[src/hw/rtl/cvws_pkg.sv]
// ----------------------------------------------------------------------------
// cvws_pkg: condition-variable wait/signal unit, shared definitions
// Event and status codes, state and result records, field widths.
// ----------------------------------------------------------------------------
package cvws_pkg;

   localparam int TRAPPED_BITS = 24;
   localparam int SIG_BITS     = 24;
   localparam int SPIN_BITS    = 32;
   localparam int MULT_BITS    = 6;
   localparam int WIDE_BITS    = (TRAPPED_BITS > SIG_BITS) ? TRAPPED_BITS : SIG_BITS;

   localparam logic [SPIN_BITS-1:0] SPIN_FLOOR   = SPIN_BITS'(64);
   localparam logic [MULT_BITS-1:0] MULT_TOP     = MULT_BITS'(32);
   localparam logic [1:0]           SPINNERS_MAX = 2'd3;
   localparam logic [3:0]           FAILURES_MAX = 4'd15;
   localparam logic [SIG_BITS-1:0]  SIG_ALL      = {SIG_BITS{1'b1}};

   typedef enum logic [2:0] {
      OP_WAIT_BEGIN     = 3'd0,
      OP_SPIN_POLL      = 3'd1,
      OP_SPIN_END       = 3'd2,
      OP_TIMEOUT_CANCEL = 3'd3,
      OP_SIGNAL         = 3'd4
   } op_type;

   typedef enum logic [2:0] {
      ST_SIGNALED  = 3'd0,
      ST_SPIN      = 3'd1,
      ST_BLOCKED   = 3'd2,
      ST_TIMED_OUT = 3'd3,
      ST_MUST_WAIT = 3'd4,
      ST_NOT_YET   = 3'd5,
      ST_OVERFLOW  = 3'd6
   } status_type;

   typedef struct packed {
      logic [1:0]              released;
      logic [1:0]              spinning;
      logic [3:0]              failures;
      logic [TRAPPED_BITS-1:0] trapped;
   } cv_state_type;

   typedef struct packed {
      status_type           status;
      logic [SPIN_BITS-1:0] spin_count;
      logic [MULT_BITS-1:0] spin_multiplier;
      logic [SIG_BITS-1:0]  signal_count;
   } cv_result_type;

endpackage

[src/hw/rtl/cvws_event_logic.sv]
// ----------------------------------------------------------------------------
// cvws_event_logic: one event applied to the control state
// Combinational read-modify-write: next state and result for one event.
// ----------------------------------------------------------------------------
module cvws_event_logic (
   input  logic [2:0]                       op,
   input  logic [cvws_pkg::SPIN_BITS-1:0]   max_spin,
   input  logic [cvws_pkg::SIG_BITS-1:0]    max_signal,
   input  cvws_pkg::cv_state_type           state_cur,
   output cvws_pkg::cv_state_type           state_nxt,
   output cvws_pkg::cv_result_type          result
);
   import cvws_pkg::*;

   logic [SPIN_BITS-1:0] grant;
   logic [MULT_BITS-1:0] mult;
   logic                 trapped_full;
   logic [3:0]           fail_dec;
   logic [3:0]           fail_inc;
   logic [WIDE_BITS-1:0] trapped_wide;
   logic [WIDE_BITS-1:0] limit_wide;
   logic [WIDE_BITS-1:0] released_n;

   // adaptive spin grant, shortened by past spin failures
   always_comb begin
      if (max_spin > SPIN_FLOOR) begin
         grant = (max_spin >> state_cur.failures) | SPIN_FLOOR;
         mult  = MULT_TOP >> state_cur.failures;
      end else begin
         grant = max_spin;
         mult  = '0;
      end
   end

   assign trapped_full = &state_cur.trapped;
   assign fail_dec     = (state_cur.failures != 4'd0) ? state_cur.failures - 4'd1
                                                      : state_cur.failures;
   assign fail_inc     = (state_cur.failures < FAILURES_MAX) ? state_cur.failures + 4'd1
                                                             : state_cur.failures;

   // release count for a signal: min(trapped, max_signal), all on broadcast
   assign trapped_wide = WIDE_BITS'(state_cur.trapped);
   assign limit_wide   = WIDE_BITS'(max_signal);
   assign released_n   = (max_signal != SIG_ALL && limit_wide < trapped_wide) ? limit_wide
                                                                             : trapped_wide;

   always_comb begin
      state_nxt = state_cur;
      result    = '{status: ST_NOT_YET, spin_count: '0, spin_multiplier: '0,
                    signal_count: '0};
      unique case (op)
         OP_WAIT_BEGIN: begin
            if (state_cur.released != 2'd0) begin
               state_nxt.released = state_cur.released - 2'd1;
               state_nxt.failures = fail_dec;
               result.status      = ST_SIGNALED;
            end else if (grant != '0 && state_cur.spinning < SPINNERS_MAX) begin
               state_nxt.spinning     = state_cur.spinning + 2'd1;
               result.status          = ST_SPIN;
               result.spin_count      = grant;
               result.spin_multiplier = mult;
            end else if (trapped_full) begin
               result.status = ST_OVERFLOW;
            end else begin
               state_nxt.trapped = state_cur.trapped + TRAPPED_BITS'(1);
               result.status     = ST_BLOCKED;
            end
         end
         OP_SPIN_POLL, OP_SPIN_END: begin
            if (state_cur.spinning == 2'd0) begin
               result.status = ST_NOT_YET;
            end else if (state_cur.released != 2'd0) begin
               state_nxt.spinning = state_cur.spinning - 2'd1;
               state_nxt.released = state_cur.released - 2'd1;
               state_nxt.failures = fail_dec;
               result.status      = ST_SIGNALED;
            end else if (op == OP_SPIN_POLL) begin
               result.status = ST_NOT_YET;
            end else if (trapped_full) begin
               result.status = ST_OVERFLOW;
            end else begin
               state_nxt.spinning = state_cur.spinning - 2'd1;
               state_nxt.trapped  = state_cur.trapped + TRAPPED_BITS'(1);
               state_nxt.failures = fail_inc;
               result.status      = ST_BLOCKED;
            end
         end
         OP_TIMEOUT_CANCEL: begin
            if (state_cur.trapped != '0) begin
               state_nxt.trapped = state_cur.trapped - TRAPPED_BITS'(1);
               result.status     = ST_TIMED_OUT;
            end else begin
               result.status = ST_MUST_WAIT;
            end
         end
         OP_SIGNAL: begin
            state_nxt.trapped   = TRAPPED_BITS'(trapped_wide - released_n);
            state_nxt.released  = state_cur.spinning;
            result.status       = ST_SIGNALED;
            result.signal_count = (released_n > WIDE_BITS'(SIG_ALL)) ? SIG_ALL
                                                                    : SIG_BITS'(released_n);
         end
         default: begin
            result.status = ST_NOT_YET;
         end
      endcase
   end

endmodule

[src/hw/rtl/cond_var_wait_signal_unit.sv]
// ----------------------------------------------------------------------------
// cond_var_wait_signal_unit: condition-variable wait/signal control unit
// The request passes the input register, then the event logic into the result register;
//   a result that is not taken holds the next event in the input register.
//   Throughput: one event per cycle while results are taken, set by the
//   read-modify-write of the packed control state.
// Reset (synchronous, active high): all counts zero, both stages empty.
// ----------------------------------------------------------------------------
module cond_var_wait_signal_unit (
   input  logic                                clock,
   input  logic                                reset,
   input  logic                                req_valid,
   output logic                                req_ready,
   input  logic [2:0]                          req_op,
   input  logic [cvws_pkg::SPIN_BITS-1:0]      req_max_spin,
   input  logic [cvws_pkg::SIG_BITS-1:0]       req_max_signal,
   output logic                                rsp_valid,
   input  logic                                rsp_ready,
   output logic [2:0]                          rsp_status,
   output logic [cvws_pkg::SPIN_BITS-1:0]      rsp_spin_count,
   output logic [cvws_pkg::MULT_BITS-1:0]      rsp_spin_multiplier,
   output logic [cvws_pkg::SIG_BITS-1:0]       rsp_signal_count
);
   import cvws_pkg::*;

   // input register
   logic                 in_valid_ff,   in_valid_in;
   logic [2:0]           in_op_ff;
   logic [SPIN_BITS-1:0] in_max_spin_ff;
   logic [SIG_BITS-1:0]  in_max_signal_ff;

   // control state
   cv_state_type         state_ff,      state_in;

   // result register
   logic                 out_valid_ff,  out_valid_in;
   cv_result_type        out_result_ff;

   cv_result_type        result;
   logic                 advance;
   logic                 take_req;

   // Advance the held event into the result register when that register is
   // empty or its transfer completes in this cycle; the state update rides
   // on the same edge, so back-to-back events see each other's effect.
   assign advance  = in_valid_ff && (!out_valid_ff || rsp_ready);
   assign req_ready = !in_valid_ff || advance;
   assign take_req  = req_valid && req_ready;

   cvws_event_logic u_event (
      .op         (in_op_ff),
      .max_spin   (in_max_spin_ff),
      .max_signal (in_max_signal_ff),
      .state_cur  (state_ff),
      .state_nxt  (state_in),
      .result     (result)
   );

   // hold the input stage full until its event moves on
   assign in_valid_in  = take_req || (in_valid_ff && !advance);

   // drop the result once transferred unless a new one takes its place
   assign out_valid_in = advance || (out_valid_ff && !rsp_ready);

   always_ff @(posedge clock) begin
      if (reset) begin
         in_valid_ff  <= 1'b0;
         out_valid_ff <= 1'b0;
         state_ff     <= '0;
      end else begin
         in_valid_ff  <= in_valid_in;
         out_valid_ff <= out_valid_in;
         if (advance) begin
            state_ff <= state_in;
         end
      end
   end

   // payload registers: no reset needed
   always_ff @(posedge clock) begin
      if (take_req) begin
         in_op_ff         <= req_op;
         in_max_spin_ff   <= req_max_spin;
         in_max_signal_ff <= req_max_signal;
      end
      if (advance) begin
         out_result_ff <= result;
      end
   end

   assign rsp_valid           = out_valid_ff;
   assign rsp_status          = out_result_ff.status;
   assign rsp_spin_count      = out_result_ff.spin_count;
   assign rsp_spin_multiplier = out_result_ff.spin_multiplier;
   assign rsp_signal_count    = out_result_ff.signal_count;

endmodule
[config.mk]
export PLATFORM = sky130hd
export DESIGN_NAME = cond_var_wait_signal_unit
export DESIGN_NICKNAME = d
export VERILOG_FILES = /design/src/hw/rtl/cvws_pkg.sv /design/src/hw/rtl/cvws_event_logic.sv /design/src/hw/rtl/cond_var_wait_signal_unit.sv
export SDC_FILE = /design/constraint.sdc
export NUM_CORES = 1
export LEC_CHECK = 0
export BUFFER_PORTS_ARGS = -buffer_cell sky130_fd_sc_hd__buf_2
export CELL_PAD_IN_SITES_DETAIL_PLACEMENT = 0
export CELL_PAD_IN_SITES_GLOBAL_PLACEMENT = 1
export CORE_MARGIN = 2
export CORE_UTILIZATION = 41
export CTS_CLUSTER_SIZE = 12
export DETAILED_ROUTE_END_ITERATION = 8
export PLACE_DENSITY_LB_ADDON = 0.1
export SLEW_MARGIN = 10
export SYNTH_ARGS = -nofsm -noshare
export SYNTH_HDL_FRONTEND = slang
export SYNTH_SLANG_ARGS = --single-unit
[constraint.sdc]
create_clock -name clock -period 5.3 [get_ports clock]
set_input_delay 0.265 -clock clock [delete_from_list [all_inputs] [get_ports clock]]
set_output_delay 0.265 -clock clock [all_outputs]
set_load 0.02 [all_outputs]
# --- Word level (Yosys, flattened, before mapping) ---
# Index checks and enable logic that the tools add are counted.
word_totals:
  mem_count: 0
  ramBits: 0
  rom_bits: 0
  output_inout_bits: 67
  latchBits: 0
  inputBits: 63
  reg_bits: 158
  elab_cells: 109
op_classes:
  shift: 2
  div: 0
  eq_ne: 18
  multipliers: 0
  n_addsub: 8
  n_bitwise: 3
  order_cmp: 5
  mux: 29
  n_reduce_logical: 31
ops:
  columns: ["cell", "count"]
  rows:
  - ["24-bit two-way mux", 7]
  - ["24-bit one-hot mux with 4 select lines", 1]
  - ["32-bit two-way mux", 2]
  - ["30-bit two-way mux", 2]
  - ["32-bit by 7-bit greater-than comparator with 1-bit output (second input constant)", 1]
  - ["32-bit nonzero test", 1]
  - ["32-bit by 4-bit >> shifter with 32-bit output", 1]
  - ["24-bit by 1-bit adder with 24-bit output (second input constant)", 1]
  - ["24-bit greater-than comparator (second input constant)", 1]
  - ["24-bit less-than comparator", 1]
  - ["24-bit inequality test (second input constant)", 1]
  - ["24-bit AND reduction", 1]
  - ["24-bit nonzero test", 1]
  - ["24-bit by 1-bit subtractor with 24-bit output (second input constant)", 1]
  - ["24-bit subtractor", 1]
  - ["3-bit two-way mux", 7]
  - ["2-bit inequality test (second input constant)", 7]
  - ["7-bit AND reduction", 2]
  - ["4-bit two-way mux", 3]
  - ["3-bit one-hot mux with 4 select lines", 1]
  - ["6-bit one-hot mux with 2 select lines", 1]
  - ["10-bit AND reduction", 1]
  - ["4-bit nonzero test", 2]
  - ["3-bit by 2-bit equality test with 1-bit output (second input constant)", 2]
  - ["28 further kinds", 47]

# --- Logic depth before layout (Yosys ltp) ---
depth:
  depth_word: 7
  depth_mapped: 23
  depth_no_buf: 22

# --- By module ---
# From an unflattened synthesis, not the netlist that was laid out.
hier_totals:
  cells_unflattened: 1264
  hier_area_um2: 11727.5
by_module_without_submodules:
  columns: ["module", "instances", "area_each_um2", "cells_each", "seq_area_each_um2"]
  rows:
  - ["cvws_event_logic", 1, 6456.2, 991, 0.0]
  - ["cond_var_wait_signal_unit", 1, 5271.3, 273, 4404.2]

# --- Worst setup path before layout ---
# Ideal clock, no wire load.
synth_timing:
  path_kind: "register to register"
  startpoint: "reg out_valid_ff, in the netlist rsp_valid"
  endpoint: "reg state_ff[27] (netlist name)"
  slack_ns: 0.239
  stages_incl_launch_ff: 8
  path_buffers: 0
  setup_time_ns: 0.114
  synth_period_minus_slack_ns: 5.061
  arrival_time_ns: 4.946
  path_cell_list: "dfxtp_1 -> nor2b_1 -> nor2b_1 -> nand2_1 -> nor4b_1 -> o211a_1 -> a21oi_1 -> a2111oi_0"
synth_via:
  elab_chain_len: 4
synth_lines:
  columns: ["element", "line", "text"]
  rows:
  - ["start: declaration", "cond_var_wait_signal_unit.sv:36", "logic out_valid_ff, out_valid_in;"]
  - ["start signal: assignment", "cond_var_wait_signal_unit.sv:72", "out_valid_ff <= out_valid_in;"]
  - ["1-bit logical NOT", "cond_var_wait_signal_unit.sv:46", "assign advance = in_valid_ff && (!out_valid_ff || rsp_ready);"]
  - ["1-bit logical OR", "cond_var_wait_signal_unit.sv:46", null]
  - ["1-bit logical AND", "cond_var_wait_signal_unit.sv:46", null]
  - ["named net advance", "cond_var_wait_signal_unit.sv:40", "logic advance;"]
  - ["7-bit AND reduction (no line)", null, null]
  - ["end signal: assignment", "cond_var_wait_signal_unit.sv:74", "state_ff <= state_in;"]
  - ["end: declaration", "cond_var_wait_signal_unit.sv:33", "cv_state_type state_ff, state_in;"]
# The timed path passes the listed nets, and every way through them passes these cells.
# A chain may end at the register's enable or synchronous reset.

# --- Final worst setup path ---
layout_timing:
  startpoint: "reg state_ff[13] (netlist name)"
  endpoint: "reg state_ff[23] (netlist name)"
layout_via:
  elab_chain_len: 6
  word_cells_on_any_way: 21
  classes_between: "add/sub (3); order compare (1); eq/ne (3); mux (10); reduce/logical (4)"
layout_lines:
  columns: ["element"]
  rows:
  - ["branches (longest 6 deep; another with 24-bit less-than comparator)"]
# Several ways; the timed one is not identified. The select of a mux whose other input is x is not followed.

==> results_dict.tcl <==
set metrics [dict create \
    yosysWarnings 0 \
    synthArstFlopShare_pct 0 \
    fmax_mhz 200 \
    worst_slew_pin_slew_ns 0.899 \
    hold_class "primary input to flop" \
    drive_above_1_share_pct 20.5 \
    first_global_vias 7419 \
    hold_viol 0 \
    fin_crit_ns 5.00 \
    cp-end-kind "flop" \
    leakage_nw 4.65 \
    finalSetupViolCount 0 \
    synth_area_per_cell_um2 9.86 \
    critPathLaunch "state_ff[13]" \
    fin_ws_ns 0.298 \
    antennaDiodeCount 0 \
    yosys.area.top_type "edfxtp_1" \
    drv_slew 0 \
    path_clk_slew_ns 0.07 \
    clock_latency_ns 0.43 \
    start_util_pct 41.8 \
    clock-sinks 158 \
    synth_fp_nets 1074 \
    numCtsBuffers 17 \
    worst-setup-path-type "flop to flop" \
    min_from "req_max_spin[27]" \
    cp-start-kind "flop" \
    die_h_um 156 \
    clock_skew_ns 0.0102 \
    syn_inst 960 \
    fp.dieArea_um2 24300 \
    cts_setup_buffers 0 \
    synth_top_area_share_pct 39.3 \
    ant_nets 0 \
    syn2layout_area_growth_pct 21.8 \
    fin_crit_sh_pct 94.4 \
    htreeDepth 4 \
    grt_use_total_pct 22.0 \
    tns_ns 0 \
    grt_start_max_net_pins 66 \
    synth.area.top_cells "edfxtp_1 (39%), dfxtp_1 (7.2%), mux2i_1 (6.9%)" \
    synthTopCellsByCount "nor2_1 (137), edfxtp_1 (124), nand2_1 (112)" \
    cp_max_fo 12 \
    cts_buffer_depth 2 \
    rows 55 \
    ios 130 \
    vias 7689 \
    critPathArrivalTime_ns 5.37 \
    ctsRootBufferMaster "clkbuf_16" \
    power.density_nw_per_um2 283 \
    cap_violations 0 \
    drtIter0Drc 411 \
    final_nets 1240 \
    die_w_um 156 \
    drc 0 \
    antenna_found_initial 0 \
    synth_area_um2 9470 \
    reg2reg_from "state_ff[13]" \
    viasPerCell 5.40 \
    place_congestion 0.830 \
    hpwl_um 19200 \
    ys_ff_latch 158 \
    slew_headroom_pct 40.1 \
    port_buffers 129 \
    ys_seq_area_share_pct 46.5 \
    core-area_um2 22600 \
    place_ws_ns 0.310 \
    cts_tree "done" \
    ir_drop_mv 0.199 \
    worst_hold_slack_ns 0.0153 \
    synth_cell_types 69 \
    synth_most_common_cell "nor2_1" \
    wl_um 26300 \
    overflow 0 \
    wire_per_inst_um 18.4 \
    required_ns 5.67 \
    ys.flop_type "edfxtp_1" \
    synth_edf_count 124 \
    rsz0062_at_grt "false" \
    drtPass1Iterations 4 \
    status "finished clean" \
    grt_pass1_wl_um 40900 \
]
-- metrics by stage --
stage | util (%) | total power [W] | area (um2) | std cells
detailed placement | 46.6 | 0.00189 | 10600 | 1361
finish | 50.9 | 0.00326 | 11500 | 1424
global placement | 46.6 | 0.00189 | 10600 | 1361
floorplan | - | 0.00173 | 9470 | 960
CTS | 50.9 | 0.00329 | 11500 | 1424
global route | 50.9 | 0.00338 | 11500 | 1424
-- worst paths after layout --
kind,end,slack [ns],depth (start not counted)
hold reg to reg,state_ff[31],0.50,2
setup reg to reg,state_ff[23],0.30,22
hold / removal,in_max_spin_ff[27],0.02,1
setup / recovery,state_ff[23],0.30,22
-- state kept, by name (all words and copies together) (netlist names) --
register / cells
rsp_spin_multiplier: 6
in_max_spin_ff: 32
rsp_valid: 1
rsp_signal_count: 24
in_max_signal_ff: 24
in_valid_ff: 1
in_op_ff: 3
rsp_status: 3
state_ff: 32
rsp_spin_count: 32
-- kinds of logic after synthesis --
| family | count (synthesis) | share of synthesized area (%) |
|---|---|---|
| adders and majority gates | 51 | 6.82 |
| and+or+nand+nor | 369 | 17.8 |
| xor gates and xnor gates | 25 | 2.31 |
| DFF | 158 | 46.5 |
| buffers and inverters | 87 | 3.61 |
| muxes | 85 | 10.7 |
| AOI/OAI and AO/OA | 185 | 12.3 |
-- critical path, stage by stage, from the launching register on --
cell	delay, ns
dfxtp_1	0.45
inv_1	0.09
ha_1	0.31
nand4_1	0.13
o221ai_1	0.21
a21o_1	0.14
a221oi_1	0.07
a31o_2	0.29
a41oi_4	0.25
buf_4	0.30
mux2i_1	0.39
nand2_1	0.10
nand2_1	0.11
ha_1	0.19
o211ai_1	0.12
nand2_1	0.13
a41oi_1	0.16
buf_4	0.18
o311a_1	0.34
o31ai_1	0.27
buf_4	0.17
or3b_2	0.44
nand4_1	0.10
-- layout make-up --
cell class | count | area (um2)
flip-flops and latches | 158 | 4410
fillers | 2087 | 11100
clock buffers | 19 | 443
clock inverters | 13 | 208
repair buffers | 194 | 1210
well taps | 285 | 357
inverters | 40 | 150
multi-input cells | 715 | 4750
-- per-layer routing --
metal,global-route usage [%],up-vias,share of wire (%)
met2,39.3,183,51
met1,27.9,3631,44
met3,3.00,27,3.5
met4,5.59,0,1.4
met5,0,-,0
li1,-,3848,-
-- cells in the final DEF (no fill, tap or decap), types with 4 or more instances in the layout --
master         synthesis  routed
ha_1                  50      50
buf_4                  1      34
dlygate4sd3_1          0      31
nand2_1              112     112
mux2i_1               65      65
o21ai_0               35      35
nor4_1                14      14
clkbuf_16              0      17
mux4_2                12      12
buf_2                  3     129
dfxtp_1               34      33
a21o_1                 9       9
edfxtp_1             124     124
and2_1                15      14
xor2_1                12      12
inv_1                 36      36
nand3_1               16      16
mux2_2                 8       8
a31oi_1                6       6
nor3_1                18      18
inv_6                  0       4
or3_1                  4       4
a211oi_1              23      22
nor2_1               137     137
and3_1                 6       6
bufinv_16              0       5
or2_2                  4       4
xnor2_1               13      13
nand4_1               17      17
a21oi_1               72      72
nor2b_1                8       7
-- where the power goes --
group / switching, W / leakage [nW] / internal, W
sequential: 0.0000481 / 1.47 / 0.00140
combinational: 0.000255 / 2.85 / 0.000175
clock: 0.000531 / 0.319 / 0.000853
-- repair_timing --
item	CTS	global route
setup endpoints to repair	0	2
resized for setup	0	2
endpoints found under the hold margin	31	0
hold buffers	31	0
(Power assumes the default switching activity.)
